### config.mk
export PLATFORM = sky130hd
export DESIGN_NAME = cbe_div
export DESIGN_NICKNAME = d
export VERILOG_FILES = /design/src/rtl/core/cbe_pkg.sv /design/src/rtl/core/cbe_div.sv
export SDC_FILE = /design/constraint.sdc
export NUM_CORES = 1
export LEC_CHECK = 0
export ABC_AREA = 1
export BUFFER_PORTS_ARGS = -buffer_cell sky130_fd_sc_hd__buf_2
export CAP_MARGIN = 0
export CORE_MARGIN = 5
export CORE_UTILIZATION = 28
export DETAILED_ROUTE_END_ITERATION = 10
export PLACE_DENSITY_LB_ADDON = 0.12
export SLEW_MARGIN = 10
export SYNTH_ARGS = -nofsm -noshare
export SYNTH_HDL_FRONTEND = slang
export SYNTH_SLANG_ARGS = --single-unit
export TNS_END_PERCENT = 5
### constraint.sdc
create_clock -name aclk -period 8.2 [get_ports aclk]
set_input_delay 1.64 -clock aclk [delete_from_list [all_inputs] [get_ports aclk]]
set_output_delay 1.64 -clock aclk [all_outputs]
set_load 0.005 [all_outputs]
### src/rtl/core/cbe_pkg.sv
package cbe_pkg;

    typedef enum logic [3:0] {
        ST_IDLE,
        ST_DIV_X,
        ST_CURVE,
        ST_CHECK,
        ST_SLOPE,
        ST_DIV_T,
        ST_UPDATE,
        ST_Y,
        ST_FINAL,
        ST_OUT
    } cbe_state_t;

    localparam logic [1:0] REG_X1 = 2'd0;
    localparam logic [1:0] REG_X2 = 2'd1;
    localparam logic [1:0] REG_Y1 = 2'd2;
    localparam logic [1:0] REG_Y2 = 2'd3;

    localparam logic [16:0] RST_X1 = 17'd0;
    localparam logic [16:0] RST_X2 = 17'd19661;
    localparam logic [16:0] RST_Y1 = 17'd45875;
    localparam logic [16:0] RST_Y2 = 17'd65536;

    // shift-add multiplier and divider handshake
    typedef struct packed {
        logic start;
        logic busy;
        logic done;
    } cbe_hs_t;

endpackage

### src/rtl/core/cbe_div.sv
// Restoring divider, one quotient bit per cycle, truncates toward zero.
module cbe_div
    import cbe_pkg::*;
#(
    parameter int W = 48
) (
    input  logic                aclk,
    input  logic                aresetn,
    input  logic                start,
    input  logic signed [W-1:0] num,
    input  logic signed [W-1:0] den,
    output cbe_hs_t             hs,
    output logic signed [W-1:0] quot
);
    localparam int CW = $clog2(W + 1);

    logic [CW-1:0] cnt_reg;
    logic          busy_reg, done_reg, neg_reg;
    logic [W-1:0]  q_reg, d_reg;
    logic [W:0]    r_reg;
    logic [W:0]    trial;

    assign trial = {r_reg[W-1:0], q_reg[W-1]} - {1'b0, d_reg};

    always_ff @(posedge aclk) begin
        if (!aresetn) begin
            busy_reg <= 1'b0;
            done_reg <= 1'b0;
            cnt_reg  <= '0;
        end else begin
            done_reg <= 1'b0;
            if (start) begin
                busy_reg <= 1'b1;
                cnt_reg  <= CW'(W);
                r_reg    <= '0;
                q_reg    <= num[W-1] ? W'(-num) : W'(num);
                d_reg    <= den[W-1] ? W'(-den) : W'(den);
                neg_reg  <= num[W-1] ^ den[W-1];
            end else if (busy_reg) begin
                if (!trial[W]) begin
                    r_reg <= trial;
                    q_reg <= {q_reg[W-2:0], 1'b1};
                end else begin
                    r_reg <= {r_reg[W-1:0], q_reg[W-1]};
                    q_reg <= {q_reg[W-2:0], 1'b0};
                end
                cnt_reg <= cnt_reg - 1'b1;
                if (cnt_reg == CW'(1)) begin
                    busy_reg <= 1'b0;
                    done_reg <= 1'b1;
                end
            end
        end
    end

    assign hs.start = start;
    assign hs.busy  = busy_reg;
    assign hs.done  = done_reg;
    assign quot = neg_reg ? -$signed(q_reg) : $signed(q_reg);
endmodule
==> impl_metrics.env, run 1 <==
export IMPL_leakagePower_uw=0.00879
export IMPL_worst_pin_slew_ns=1.09
export IMPL_finalClockSkew_ns=0.0177
export IMPL_highest_layer="met5"
export IMPL_period_needed_ns=4.61
export IMPL_cts_sinks=153
export IMPL_num_rows=86
export IMPL_cp_start_kind="flop"
export IMPL_routed_wl_um=56600
export IMPL_dieArea_sq_mm=0.0603
export IMPL_initial_utilization=0.282
export IMPL_p_clk_frac=0.262
export IMPL_crit_arrival_ns=2.97
export IMPL_final_nets=2732
export IMPL_cp_slowest_cell="edfxtp_1"
export IMPL_crit_required_ns=6.56
export IMPL_dominantRegCellSynth="edfxtp_1"
export IMPL_fin_setup_tns_ns=0
export IMPL_drive_gt1_frac=0.122
export IMPL_setup_viol=0
export IMPL_ant_nets=0
export IMPL_htreeDepth=4
export IMPL_intPower_uw=1840
export IMPL_cts_resized=0
export IMPL_cp_max_fo=5
export IMPL_min_period_over_period=0.563
export IMPL_hold_buffers=0
export IMPL_grt_pass1_vias=14600
export IMPL_yosys_warnings=0
export IMPL_wl_met2_um=23900
export IMPL_crit_type="reg2out"
export IMPL_antenna_found_initial=3
export IMPL_rsz0062_at_grt="false"
export IMPL_p_comb_frac=0.410
export IMPL_avgSynthCellArea_sq_um=6.33
export IMPL_gp_congestion=0.934
export IMPL_overflow=0
export IMPL_postLayoutCellArea_sq_mm=0.0176
export IMPL_slew_headroom=0.271
export IMPL_clock_path_buffers=2
export IMPL_endpoint_kind="output port"
export IMPL_slew_viol_final=0
export IMPL_yosysUniqueCellTypes=50
export IMPL_synthCells=2454
export IMPL_grt_total_usage=0.186
export IMPL_yosysTopAreaCell="edfxtp_1"
export IMPL_synth_edf_count=145
export IMPL_yosysSeqAreaShare=0.290
export IMPL_drc=0
export IMPL_coreArea_sq_mm=0.0551
export IMPL_ys_top_cells_by_count="751 x nand2_1, 457 x inv_1, 330 x nor2_1, 145 x edfxtp_1, 123 x xor2_1"
export IMPL_grt_pass1_wl_um=86000
export IMPL_power_density_mw_per_mm2=180
export IMPL_drtPass1Iterations=5
export IMPL_cap_violations=0
export IMPL_wl_met3_um=2760
export IMPL_io_pins=150
export IMPL_yosysTopAreaCellShare=0.280
export IMPL_fillers=6284
export IMPL_hold_class="reg2reg"
export IMPL_final_hold_violation_count=0
export IMPL_reg2reg_slack_ns=4.92
export IMPL_ir_worst_vdd_mv=0.164
export IMPL_place_hpwl_um=47000
export IMPL_die_x_um=246
export IMPL_vias=15300
export IMPL_clock_fmax_mhz=217
export IMPL_drt_first_iter_violations=1033
export IMPL_area_growth_pct=13.1
export IMPL_p_switching_uw=1320
export IMPL_syn_cell_area_sq_mm=0.0155
export IMPL_clk_pin_slew_worst_paths_ns=0.07
export IMPL_ys_ff_latch=153
export IMPL_via_per_inst=4.57
export IMPL_cts_tree="done"
export IMPL_path_cells="inv_1 -> ha_1 -> nand3_2 -> nor2_2 -> inv_1 -> nor2_2 -> nand3b_1 -> nor3_2 -> o21ai_0 -> xor2_1 -> buf_2"
export IMPL_whs_ns=0.486
export IMPL_dpl_cell_area_sq_mm=0.0170
export IMPL_cts_root_buf="clkbuf_16"
export IMPL_ys_async_sr_fraction=0
export IMPL_io_buffers=149
export IMPL_power_switching_share=0.419
export IMPL_fp_dieH_um=246
export IMPL_post_cts_buffers=0
export IMPL_critPathMaxStageDelay_ns=0.43
export IMPL_grt_max_degree=64
export IMPL_synth_nets=2607
export IMPL_synth_most_common_cell="nand2_1"
export IMPL_synthTopCellsByArea="edfxtp_1 28%, nand2_1 18%, inv_1 11%"
export IMPL_m1WireLength_um=29100
export IMPL_clk_latency_ns=0.48
export IMPL_cts_buffers=17
export IMPL_pwr_share_seq=0.328
export IMPL_status="completed"
export IMPL_route_detailed_wl_per_inst_um=16.9
## power by group through the flow
stage,clock network (uW),registers [uW],logic [uW]
after global placement,0,1050,1290
after detailed placement,0,1050,1290
after floorplan,0,1030,923
after global routing,880,1050,1460
final,828,1040,1290
after CTS,853,1040,1300
## layer usage
| metal | vias up | GRT usage |
|---|---|---|
| met3 | 41 | 0.0308 |
| met1 | 7046 | 0.280 |
| met5 | - | 0 |
| li1 | 7803 | - |
| met4 | 2 | 0.0428 |
| met2 | 382 | 0.278 |
## cells in the final DEF, fill, tap and decap left out, types with 37 or more instances in the layout
| cell type | n |
|---|---|
| a21oi_1 | 44 |
| buf_2 | 149 |
| edfxtp_1 | 145 |
| ha_1 | 53 |
| inv_1 | 456 |
| nand2_1 | 750 |
| nand3_1 | 121 |
| nand4_1 | 41 |
| nor2_1 | 330 |
| nor2_2 | 37 |
| nor3_1 | 39 |
| o21ai_0 | 84 |
| xor2_1 | 123 |
## layout make-up
cell class	count	area [sq um]	area share
tap	748	936	0.0532
timing repair buffer	154	783	0.0445
inverter	475	1780	0.101
antenna	2	5.00	0.000285
sequential	153	4510	0.257
clock buffer	18	429	0.0244
clock inverter	14	166	0.00946
multi-input combinational	1778	8960	0.510
## cell families after synthesis
group | share of synthesized area
XOR/XNOR | 0.0817
adder cells (fa/ha/maj) | 0.0440
flip-flops | 0.290
AO/OA/AOI/OAI | 0.0512
buffers and inverters | 0.133
AND/OR/NAND/NOR | 0.399
## metrics by stage
step	util	std cells	setup slack, ns	power [uW]
after global placement	0.308	3308	3.92	2340
after CTS	0.319	3340	3.58	3190
final	0.319	3342	3.59	3160
after global routing	0.319	3342	3.33	3390
after detailed placement	0.308	3308	3.86	2340
after floorplan	-	2454	3.45	1950
## critical path, delay by kind of cell, from the launching register on
kind / cells / cell delay [ns]
compound gates: 1 / 0.12
xor+xnor: 1 / 0.35
fa+ha+maj: 1 / 0.27
buf+inv: 3 / 0.39
flops: 1 / 0.43
simple gates: 5 / 0.94
## worst paths after layout
path / from / to / cells past startpoint
hold reg to reg: cnt_reg[5]$_SDFFE_PN0N_ / cnt_reg[5]$_SDFFE_PN0N_ / 2
hold / removal: cnt_reg[5]$_SDFFE_PN0N_ / cnt_reg[5]$_SDFFE_PN0N_ / 2
setup reg to reg: q_reg[47]$_DFFE_PP_ / r_reg[29]$_SDFFCE_PP0P_ / 17
setup / recovery: q_reg[0]$_DFFE_PP_ / quot[22] / 11
Note: power is estimated with default switching activity, not from simulation.
==> run 2: changes to the inputs <==
Settings changed: ABC_AREA 1 to 0.
Clock period 8.2 ns to 4.7 ns, I/O delays scaled along.
==> impl_metrics.env, run 2 <==
export IMPL_status="finished, violations left"
export IMPL_failed_checks="setup timing"
export IMPL_fin_cells=2055
export IMPL_path_cells="inv_2 -> ha_1 -> nand2b_1 -> or4_4 -> nor2_4 -> buf_4 -> nand3_2 -> or4_4 -> or3_4 -> or4_4 -> o41ai_2 -> xnor2_1 -> buf_2"
export IMPL_cts_tree="done"
export IMPL_die_x_um=215
export IMPL_routed_wl_um=34300
export IMPL_area_growth_pct=21.3
export IMPL_ant_nets=0
export IMPL_synthTopCellsByArea="edfxtp_1 37%, xnor2_1 8.6%, a21oi_1 6.2%"
export IMPL_via_per_inst=4.96
export IMPL_rsz0062_at_grt="true"
export IMPL_clk_pin_slew_worst_paths_ns=0.07
export IMPL_leakagePower_uw=0.00553
export IMPL_critical_path_most_common_cell="or4_4"
export IMPL_ys_top_cells_by_count="147 x a21oi_1, 145 x edfxtp_1, 140 x nor2_1, 116 x xnor2_1, 109 x nand2_1"
export IMPL_num_rows=75
export IMPL_reg2reg_slack_ns=0.35
export IMPL_yosysUniqueCellTypes=64
export IMPL_setup_viol=5
export IMPL_grt_total_usage=0.146
export IMPL_critPathMaxStageDelay_ns=0.48
export IMPL_cp_max_fo=3
export IMPL_setup_ws_ns=-0.0960
export IMPL_hold_buffers=0
export IMPL_final_nets=1656
export IMPL_cts_root_buf="clkbuf_16"
export IMPL_coreArea_sq_mm=0.0418
export IMPL_power_density_mw_per_mm2=340
export IMPL_clock_fmax_mhz=209
export IMPL_synthCells=1329
export IMPL_ys_ff_latch=153
export IMPL_finalClockSkew_ns=0.0132
export IMPL_route_detailed_wl_per_inst_um=16.7
export IMPL_worst_pin_slew_ns=0.895
export IMPL_cp_start_kind="flop"
export IMPL_most_common_layout_cells="148 x buf_2, 147 x a21oi_1, 145 x edfxtp_1, 139 x nor2_1, 116 x xnor2_1"
export IMPL_grt_max_degree=63
export IMPL_synth_most_common_cell="a21oi_1"
export IMPL_final_hold_violation_count=0
export IMPL_yosys_warnings=0
export IMPL_slew_headroom=0.403
export IMPL_endpoint="quot[36]"
export IMPL_dominantRegCellSynth="edfxtp_1"
export IMPL_yosysTopAreaCellShare=0.370
export IMPL_r2r_cells=11
export IMPL_cts_buffers=17
export IMPL_place_hpwl_um=26100
export IMPL_slew_viol_final=0
export IMPL_final_common_cell="buf_2"
export IMPL_cp_slowest_cell="or4_4"
export IMPL_clk_latency_ns=0.45
export IMPL_io_pins=150
export IMPL_fp_dieH_um=215
export IMPL_clock_path_buffers=2
export IMPL_drt_first_iter_violations=595
export IMPL_vias=10200
export IMPL_gp_congestion=0.829
export IMPL_ys_async_sr_fraction=0
export IMPL_diodes=0
export IMPL_period_needed_ns=4.80
export IMPL_overflow=0
export IMPL_grt_pass1_wl_um=54800
export IMPL_drc=0
export IMPL_grt_pass1_vias=10100
export IMPL_drtPass1Iterations=4
export IMPL_hold_class="reg2reg"
export IMPL_cap_violations=0
export IMPL_cts_sinks=153
export IMPL_syn_cell_area_sq_mm=0.0118
export IMPL_initial_utilization=0.282
export IMPL_io_buffers=149
export IMPL_yosysSeqAreaShare=0.383
export IMPL_avgSynthCellArea_sq_um=8.86
export IMPL_r2r_start="r_reg[30]$_SDFFCE_PP0P_"
export IMPL_min_period_over_period=1.02
export IMPL_antenna_found_initial=0
export IMPL_synth_edf_count=145
export IMPL_crit_required_ns=3.76
export IMPL_dp_cells=2003
export IMPL_synth_nets=1482
export IMPL_crit_path_start="q_reg[1]$_DFFE_PP_"
export IMPL_crit_arrival_ns=3.86
export IMPL_ir_worst_vdd_mv=0.216
export IMPL_crit_type="reg2out"
export IMPL_htreeDepth=4
export IMPL_r2r_end="r_reg[31]$_SDFFCE_PP0P_"
export IMPL_dieArea_sq_mm=0.0463
export IMPL_drive_gt1_frac=0.199
export IMPL_fin_setup_tns_ns=-0.392
export IMPL_yosysTopAreaCell="edfxtp_1"
export IMPL_endpoint_kind="output port"
## run 2: cell types whose count changed in the layout (fill, tap and decap cells not counted), sizes merged, moves of 94 or more
cell,delta
nand2,-697
nand3,-106
a21oi,+102
xnor2,+94
inv,-395
nor2,-229
## run 2: timing repair
action | CTS | global route
setup endpoints to repair | 12 | 17
pin swaps | 10 | 5
buffers inserted | 19 | 1
gates resized for setup | 20 | 13
## run 2: worst min-delay path by stage
stage	cells after the start	to	slack (ns)	start
2_1_floorplan	2	cnt_reg[1]$_SDFFE_PP0P_	0.46	cnt_reg[1]$_SDFFE_PP0P_
4_1_cts	2	cnt_reg[1]$_SDFFE_PP0P_	0.49	cnt_reg[1]$_SDFFE_PP0P_
6_report	2	cnt_reg[1]$_SDFFE_PP0P_	0.48	cnt_reg[1]$_SDFFE_PP0P_
3_5_place_dp	2	cnt_reg[1]$_SDFFE_PP0P_	0.48	cnt_reg[1]$_SDFFE_PP0P_
3_3_place_gp	2	cnt_reg[1]$_SDFFE_PP0P_	0.47	cnt_reg[1]$_SDFFE_PP0P_
5_1_grt	2	cnt_reg[1]$_SDFFE_PP0P_	0.52	cnt_reg[1]$_SDFFE_PP0P_
## run 2: kinds of logic (layout without fill, tap and decap cells)
group / count (synthesis) / after routing / share of synthesized area
flops: 153 / 153 / 0.383
mux: 10 / 10 / 0.00903
buf+inv: 138 / 325 / 0.0467
xor+xnor: 177 / 177 / 0.132
simple gates: 425 / 425 / 0.178
fa+ha+maj: 54 / 54 / 0.0580
compound gates: 372 / 372 / 0.193
## run 2: critical path: cells and delay by family (launching register included)
kind,cells,cell delay [ns]
xor gates and xnor gates,1,0.16
AOI/OAI and AO/OA,1,0.38
DFF,1,0.40
and+or+nand+nor,7,1.98
adders and majority gates,1,0.15
buffers and inverters,3,0.33
## run 2: per-layer routing
layer  up-vias  share of wire  track usage  wire (um)
met4         0          0.016       0.0440        549
met1      4865           0.48        0.197      16300
li1       5181              -            -          -
met2       120           0.48        0.245      16500
met5         -              0            0          0
met3        26          0.025       0.0204        867
## run 2: area by class of cell
cell class / count / area (sq um)
inverters: 79 / 297
flip-flops and latches: 153 / 4510
well taps: 539 / 674
clock buffers: 17 / 425
multi-input cells: 1038 / 6890
repair buffers: 214 / 1290
clock inverters: 15 / 199
fillers: 4371 / 27500
## run 2: power breakdown
group / internal (uW) / switching [uW]
clock: 889 / 621
sequential: 1670 / 84.2
combinational: 652 / 946
total: 3210 / 1650
## run 2: metrics by stage
step,total power [uW],instance area [sq um],utilization,hold slack [ns],setup WS [ns]
detailed placement,3370,13300,0.320,0.482,-0.0339
finish,4860,14300,0.342,0.484,-0.0960
floorplan,2860,11800,-,0.456,0.319
CTS,4920,14200,0.341,0.489,-0.0736
global placement,3370,13300,0.320,0.468,0.0308
global route,5170,14300,0.342,0.525,-0.286
